**config.mk**
```make
export PLATFORM = sky130hd
export DESIGN_NAME = c8vm_alu
export DESIGN_NICKNAME = d
export VERILOG_FILES = /design/src/hdl/c8vm_pkg.sv /design/src/hdl/c8vm_alu.sv
export SDC_FILE = /design/constraint.sdc
export NUM_CORES = 1
export LEC_CHECK = 0
export ABC_CLOCK_PERIOD_IN_PS = 3900
export BUFFER_PORTS_ARGS = -buffer_cell sky130_fd_sc_hd__buf_4
export CORE_ASPECT_RATIO = 1.5
export CORE_MARGIN = 2
export CORE_UTILIZATION = 40
export DETAILED_ROUTE_END_ITERATION = 12
export SLEW_MARGIN = 0
export SYNTH_ARGS = -nofsm -noshare
export SYNTH_HDL_FRONTEND = slang
export SYNTH_SLANG_ARGS = --single-unit
```
**constraint.sdc**
```tcl
create_clock -name vclk -period 3.9
set_input_delay 0.195 -clock vclk [all_inputs]
set_output_delay 0.195 -clock vclk [all_outputs]
set_load 0.05 [all_outputs]
```
**src/hdl/c8vm_pkg.sv**
```systemverilog
// Shared types and constants for the bytecode VM execute unit.
// No dependencies; imported by c8vm_alu and bytecode_vm_execute_unit_top.
package c8vm_pkg;

  localparam int MEM_DEPTH       = 4096;
  localparam int MEM_AW          = $clog2(MEM_DEPTH);
  localparam int STACK_DEPTH     = 16;
  localparam int SP_W            = $clog2(STACK_DEPTH);
  localparam int SCREEN_W        = 64;
  localparam int SCREEN_H        = 32;
  localparam int ROW_W           = $clog2(SCREEN_H);
  localparam int COL_W           = $clog2(SCREEN_W);
  localparam int MAX_SPRITE_ROWS = 15;

  localparam logic [11:0] FONT_BASE_RST  = 12'd80;
  localparam logic [11:0] PROG_START_RST = 12'd512;

  typedef enum logic [2:0] {
    MODE_WR_MEM  = 3'd0,
    MODE_EXEC    = 3'd1,
    MODE_RD_ROW  = 3'd2,
    MODE_RD_REG  = 3'd3,
    MODE_RD_MEM  = 3'd4
  } mode_t;

  localparam logic [1:0] TW_NONE  = 2'd0;
  localparam logic [1:0] TW_DELAY = 2'd1;
  localparam logic [1:0] TW_SOUND = 2'd2;

  localparam logic CFG_FONT_BASE  = 1'b0;
  localparam logic CFG_PROG_START = 1'b1;

  // 8XYn sub-operations
  localparam logic [3:0] ALU_MOV = 4'h0;
  localparam logic [3:0] ALU_OR  = 4'h1;
  localparam logic [3:0] ALU_AND = 4'h2;
  localparam logic [3:0] ALU_XOR = 4'h3;
  localparam logic [3:0] ALU_ADD = 4'h4;
  localparam logic [3:0] ALU_SUB = 4'h5;
  localparam logic [3:0] ALU_SHR = 4'h6;
  localparam logic [3:0] ALU_SBN = 4'h7;
  localparam logic [3:0] ALU_SHL = 4'hE;

  typedef struct packed {
    logic       x_we;
    logic [7:0] x_val;
    logic       f_we;
    logic [7:0] f_val;
  } alu_res_t;

endpackage

```
**src/hdl/c8vm_alu.sv**
```systemverilog
// Register-to-register ALU for the 8XYn instruction group.
// Depends on c8vm_pkg (alu_res_t, ALU_* codes).
module c8vm_alu (
  input  logic [7:0]          vx,
  input  logic [7:0]          vy,
  input  logic [3:0]          sub_op,
  output c8vm_pkg::alu_res_t  res
);
  import c8vm_pkg::*;

  logic [8:0] sum;

  assign sum = {1'b0, vx} + {1'b0, vy};

  always_comb begin
    res = '0;
    unique case (sub_op)
      ALU_MOV: begin
        res.x_we = 1'b1; res.x_val = vy;
      end
      ALU_OR: begin
        res.x_we = 1'b1; res.x_val = vx | vy; res.f_we = 1'b1;
      end
      ALU_AND: begin
        res.x_we = 1'b1; res.x_val = vx & vy; res.f_we = 1'b1;
      end
      ALU_XOR: begin
        res.x_we = 1'b1; res.x_val = vx ^ vy; res.f_we = 1'b1;
      end
      ALU_ADD: begin
        res.x_we = 1'b1; res.x_val = sum[7:0];
        res.f_we = 1'b1; res.f_val = {7'd0, sum[8]};
      end
      ALU_SUB: begin
        res.x_we = 1'b1; res.x_val = vx - vy;
        res.f_we = 1'b1; res.f_val = {7'd0, (vy <= vx)};
      end
      ALU_SHR: begin
        res.x_we = 1'b1; res.x_val = {1'b0, vy[7:1]};
        res.f_we = 1'b1; res.f_val = {7'd0, vy[0]};
      end
      ALU_SBN: begin
        res.x_we = 1'b1; res.x_val = vy - vx;
        res.f_we = 1'b1; res.f_val = {7'd0, (vx <= vy)};
      end
      ALU_SHL: begin
        res.x_we = 1'b1; res.x_val = {vy[6:0], 1'b0};
        res.f_we = 1'b1; res.f_val = {7'd0, vy[7]};
      end
      default: res = '0;
    endcase
  end

endmodule

```
### Word-level counts from Yosys, hierarchy flattened

Cells that the tools add are included.

* memories: 0
* word-level logic and storage cells: 21
* ROM bits: 0
* bits in latches: 0
* RAM bits: 0
* output and inout port bits: 18
* bits in registers: 0
* input port bits: 20

* div/mod/pow operators: 0
* reductions and logical operators: 2
* add/sub/neg operators: 3
* magnitude comparators: 2
* equal/unequal tests: 8
* mux-type cells: 3
* multipliers: 0
* shifts and indexed selects: 0
* bitwise operators: 3

Operators with widths (number)
* 9-bit case mux with 9 select lines: 1
* 4-bit by 3-bit == test with 1-bit output, second input constant: 4
* 8-bit less-or-equal comparator: 2
* 8-bit subtractor: 2
* 8-bit by 8-bit adder with 9-bit output: 1
* 8-bit bitwise AND: 1
* 4-bit by 2-bit == test with 1-bit output, second input constant: 2
* 8-bit OR: 1
* 8-bit OR reduction: 1
* 8-bit XOR: 1
* 1-bit case mux with 5 select lines: 1
* 4-bit by 1-bit == test with 1-bit output, second input constant: 1
* 4-bit == test, second input constant: 1
* 4-bit logical NOT: 1
* 1-bit two-way mux: 1

### Depth between registers and ports, before layout

Gate-level depths: netlist of the first run.

* depth after elaboration: 3
* mapped depth: 8
* gate-level depth less buffers: 8

### Worst setup path before layout of the first run

Ideal clock, no wire load.

* kind: input to output
* from: input port vx[0]
* to: output port res[11] (netlist name)
* data required time: 3.705 ns
* data arrival time: 2.397 ns
* buffers on the path: 0
* cell stages on the path: 8
* slack: 1.308 ns
* cell sequence: inv_1 -> ha_1 -> fa_1 -> xnor2_1 -> o22ai_1 -> a32o_1 -> a221oi_1 -> o21ai_0

RTL lines
* start, declared: line c8vm_alu.sv:4 `input logic [7:0] vx,`
* end, declared: line c8vm_alu.sv:7 `output c8vm_pkg::alu_res_t res`

==> impl_metrics.csv, run 1 <==
group,metric,value,unit
timing,fin_setup_tns,0,ns
place,dp_hpwl,5160,um
floorplan,ios,38,
routing,wl,6460,um
timing,fin_crit,2.52,ns
timing,post-route-period-util,64.6,%
clock_tree,post_cts_buffers,0,
synth,netlist_area,2030,um2
place,dpl-instance-area,2210,um2
global_routing,track_usage,22.6,%
run_status,outcome,"completed",
timing,max_freq,397,MHz
place,io_buffer_count,31,
routing,drc,0,
setup_path,path_delay_family,"compound AO/OA/AOI/OAI gates",
floorplan,start_util,41.9,%
routing,drt_iter0_markers,234,
place,gp_congestion,0.956,
synth,avgSynthCellArea,7.47,um2
synth,yosysTopAreaCell,"ha_1",
setup_path,required,3.70,ns
routing,routed_via_density,6.11,
job,maxCapViolCount,0,
routing,drt_first_pass_iters,5,
setup_path,critPathSlowestCell,"ha_1",
pwr,p_leak,1.00,nW
synth,synth_commonest_cells,"33 x ha_1, 28 x inv_1, 16 x a21oi_1, 15 x nor2_1",
synth,yosysMostFrequentCell,"ha_1",
pwr,vdd_ir_drop_max,0.0000751,V
routing,vias,2137,
floorplan,die-area,5670,um2
pwr,p_per_area,156,nW/um2
layout,nNetsFinal,342,
clock_tree,cts_resized,0,
floorplan,std_cell_rows,31,
setup_path,worst_setup_path_end_kind,"output port",
timing,setup_viol,0,
global_routing,grt_start_max_net_pins,31,
layout,n_fill_cell,520,
routing,route.met2.wl,3390,um
min_path,hold_class,"primary input to output port",
routing,topRoutingLayerUsed,"met4",
layout,antennaDiodeCount,0,
routing,wl_met1,2400,um
setup_path,critPathArrivalTime,2.33,ns
global_routing,grt_antenna_before_repair,0,
setup_path,critPathMaxStageDelay,0.55,ns
setup_path,crit_path_frequent_cell,"buf_4",
routing,wire_per_inst,18.5,um
timing,grt_setup_unrepaired,"false",
timing,hold_viol_final,0,
synth,synth_top_cell_area_share,20.3,%
setup_path,start_kind,"primary input",
synth,synth.area.top_cells,"ha_1 20%, inv_1 5.2%, a21oi_1 3.9%",
layout,multi_input_area,1780,um2
setup_path,crit_buf_inv,3,
layout,final_area,2210,um2
global_routing,grt_pass1_vias,2027,
floorplan,dieWidth,62.2,um
routing,wl_met3,311,um
synth,synth_cells,272,
global_routing,grt_pass1_wl,10400,um
layout,areaGrowthSynthToFinish,8.69,%
setup_path,cp_cell_sequence,"buf_4 -> inv_1 -> ha_1 -> nor3_1 -> o31ai_1 -> and2_1 -> nor4b_1 -> o211ai_1 -> buf_4",
clock_tree,hold_buffers,0,
timing,slew_headroom,59.0,%
global_routing,grt_overflow_total,0,
layout,drive_gt1_share,16.5,%
setup_path,crit_type,"primary input to output port",
timing,drv_slew,0,
layout,seq_cells,0,
floorplan,die_h,91.3,um
layout,seq_area,0,um2
timing,worst-slew-pin-transition,0.612,ns
synth,yosys_warnings,0,
layout,clkbuf_count,0,
setup_path,crit_fanout,12,
routing,ant_nets,0,
synth,yosysUniqueCellTypes,68,
synth,ys_seq_area_share,0,%
floorplan,fp.coreArea,4850,um2
-- report_power, final --
| part | total (W) | internal [W] | switching [W] |
|---|---|---|---|
| Sequential | 0 | 0 | 0 |
| Combinational | 0.000344 | 0.000121 | 0.000223 |
| Clock | 0 | 0 | 0 |
| Total | 0.000344 | 0.000121 | 0.000223 |
-- path summary, 6_finish.rpt --
check  depth (start not counted)       to   from
max                            9  res[14]  vy[2]
min                            4  res[10]  vy[1]
-- tightest hold or removal path: cells and delay by family --
family	cells	cell delay, ns
buffers and inverters	2	0.34
AO/OA/AOI/OAI	2	0.14
-- logic make-up after synthesis --
logic type                 synth area share (%)
AOI/OAI and AO/OA                          31.4
xor gates and xnor gates                   3.02
adders and majority gates                  23.3
buffers and inverters                      13.3
muxes                                      5.18
other                                     0.185
and+or+nand+nor                            23.7
-- area by class of cell --
class / count / area share, %
Tap cell: 66 / 3.74
Timing Repair Buffer: 31 / 10.5
Inverter: 29 / 4.93
Multi-Input combinational cell: 224 / 80.8
-- routing by layer --
layer | global-route usage [%] | vias up
li1 | - | 1014
met1 | 25.8 | 996
met2 | 41.9 | 98
met3 | 1.24 | 29
met4 | 11.9 | 0
met5 | 0 | -
-- metrics by stage --
step	total power (W)	hold slack (ns)	cells	utilization [%]	setup WS [ns]
3_5_place_dp	0.000340	0.870	350	45.5	1.41
6_report	0.000344	0.871	350	45.5	1.38
5_1_grt	0.000372	0.919	350	45.5	1.23
2_1_floorplan	0.000255	0.785	278	-	1.31
3_3_place_gp	0.000341	0.877	350	45.5	1.40
4_1_cts	0.000342	0.875	350	45.5	1.40
-- cells in the final DEF (no fill, tap or decap), types with 3 or more instances in the layout --
cell type,netlist,final
a32oi_1,4,4
a21o_1,3,3
o221ai_1,3,3
ha_1,33,33
a31oi_1,3,3
o21ai_0,8,8
o21ai_1,5,5
o2111ai_1,3,3
nand2b_1,6,6
buf_4,9,31
a221oi_1,3,3
nand2_1,10,10
mux2i_1,6,6
o211ai_1,3,3
inv_1,28,28
xnor2_1,5,5
nor3_1,7,7
fa_1,3,3
o21bai_1,4,4
conb_1,1,7
nor2_1,15,15
a21oi_1,16,16
nor2b_1,8,8
a211oi_1,10,10
and3_1,4,4
a32o_1,3,3
Note: power is estimated with default switching activity, not from simulation.
==> run 2: changes to the inputs <==
--- a/config.mk
+++ b/config.mk
@@ -5,7 +5,7 @@
 export SDC_FILE = /design/constraint.sdc
 export NUM_CORES = 1
 export LEC_CHECK = 0
-export ABC_CLOCK_PERIOD_IN_PS = 3900
+export ABC_CLOCK_PERIOD_IN_PS = 2500
 export BUFFER_PORTS_ARGS = -buffer_cell sky130_fd_sc_hd__buf_4
 export CORE_ASPECT_RATIO = 1.5
 export CORE_MARGIN = 2
==> constraint.sdc (replaced) <==
create_clock -name vclk -period 2.5
set_input_delay 0.125 -clock vclk [all_inputs]
set_output_delay 0.125 -clock vclk [all_outputs]
set_load 0.05 [all_outputs]
==> impl_metrics.csv, run 2 (synthesized netlist as in run 1, its figures left out) <==
group,metric,value,unit
routing,routed_via_density,6.01,
timing,slew_headroom,56.6,%
setup_path,start_kind,"primary input",
routing,drt_iter0_markers,191,
pwr,p_per_area,243,nW/um2
place,dp_hpwl,5120,um
min_path,hp-start,"vy[1]",
place,gp_congestion,0.948,
timing,fin_setup_tns,0,ns
routing,vias,2121,
pwr,vdd_ir_drop_max,0.000114,V
layout,antennaDiodeCount,0,
setup_path,worst_setup_path_end_kind,"output port",
min_path,whs_endpoint,"res[10]",
timing,hold_viol_final,0,
layout,clkbuf_count,0,
min_path,hold_depth,4,
floorplan,std_cell_rows,31,
setup_path,cp_cell_sequence,"buf_4 -> inv_1 -> ha_1 -> nor2_2 -> o221ai_1 -> a31o_1 -> o31ai_1 -> o211ai_1 -> buf_4",
min_path,hold_class,"primary input to output port",
timing,setup_viol,0,
floorplan,dieWidth,62.2,um
layout,seq_cells,0,
place,io_buffer_count,31,
global_routing,grt_pass1_vias,2105,
floorplan,fp.coreArea,4850,um2
setup_path,crit_type,"primary input to output port",
floorplan,die_h,91.3,um
setup_path,required,2.38,ns
routing,drc,0,
run_status,outcome,"completed",
setup_path,crit_path_frequent_cell,"buf_4",
timing,worst-slew-pin-transition,0.645,ns
layout,nNetsFinal,345,
routing,wl,6390,um
floorplan,die-area,5670,um2
timing,post-route-period-util,94.0,%
layout,final_cell_mix,"34 x buf_4, 33 x ha_1, 28 x inv_1, 16 x a21oi_1, 15 x nor2_1",
timing,drv_slew,0,
timing,max_freq,425,MHz
global_routing,grt_antenna_before_repair,0,
global_routing,track_usage,22.2,%
timing,grt_setup_unrepaired,"false",
layout,seq_area,0,um2
global_routing,grt_pass1_wl,10400,um
layout,final_area,2230,um2
routing,drt_first_pass_iters,4,
global_routing,grt_start_max_net_pins,31,
floorplan,start_util,41.9,%
global_routing,grt_overflow_total,0,
layout,final_common_cell,"buf_4",
layout,drive_gt1_share,17.8,%
job,maxCapViolCount,0,
setup_path,critPathMaxStageDelay,0.46,ns
routing,ant_nets,0,
pwr,power,0.000543,W
layout,areaGrowthSynthToFinish,10.0,%
pwr,p_leak,1.02,nW
clock_tree,post_cts_buffers,0,
setup_path,critPathSlowestCell,"ha_1",
place,dpl-instance-area,2230,um2
routing,wire_per_inst,18.1,um
setup_path,critPathArrivalTime,2.23,ns
place,dpl_worst_slack,0.103,ns
timing,setup_ws,0.149,ns
floorplan,ios,38,
setup_path,crit_fanout,12,
timing,fin_crit,2.35,ns
-- run 2: changes by cell type in the layout (fill, tap and decap cells not counted) --
cell	before	now
o31ai_2	0	1
buf_4	31	34
o31ai_1	2	1
-- run 2: what timing repair did --
item,4_1_cts,5_1_grt
gates resized for setup,0,1
hold endpoints to repair,0,0
hold buffers,0,0
setup endpoints to repair,0,2
-- run 2: critical path, delay by kind of cell --
family,cells,cell delay [ns]
and+or+nand+nor,1,0.29
buffers and inverters,3,0.41
AOI/OAI and AO/OA,4,0.94
adders and majority gates,1,0.46
-- run 2: final cells by class --
cell class	instances	area (um2)
fill	526	2610
multi-input combinational	224	1790
inverter	29	109
timing repair buffer	34	255
tap	66	82.6
-- run 2: per-layer routing --
metal / part of all wire (%) / vias up / global-route usage, %
met2: 53 / 86 / 41.7
met5: 0 / - / 0
met1: 37 / 985 / 24.5
met4: 5.2 / 0 / 11.9
li1: - / 1023 / -
met3: 5.2 / 27 / 1.73
-- run 2: worst max-delay path by stage --
stage                from      end  slack, ns  cells past startpoint
finish              vy[4]  res[14]       0.15                      9
global route        vy[2]  res[16]       0.08                      9
CTS                 vy[2]  res[14]        0.1                      9
detailed placement  vy[2]  res[14]       0.10                      9
global placement    vy[2]  res[14]       0.15                      9
floorplan           vx[0]  res[11]       0.05                      8
-- run 2: through the flow --
| step | cells | utilization (%) | hold slack [ns] |
|---|---|---|---|
| after floorplan | 278 | - | 0.645 |
| after global placement | 353 | 46.0 | 0.738 |
| after detailed placement | 353 | 46.0 | 0.737 |
| after CTS | 353 | 46.0 | 0.742 |
| after global routing | 353 | 46.1 | 0.765 |
| final | 353 | 46.1 | 0.738 |
-- run 2: report_power, final --
| part | total, W | switching, W | internal, W |
|---|---|---|---|
| sequential | 0 | 0 | 0 |
| clock | 0 | 0 | 0 |
| combinational | 0.000543 | 0.000349 | 0.000194 |
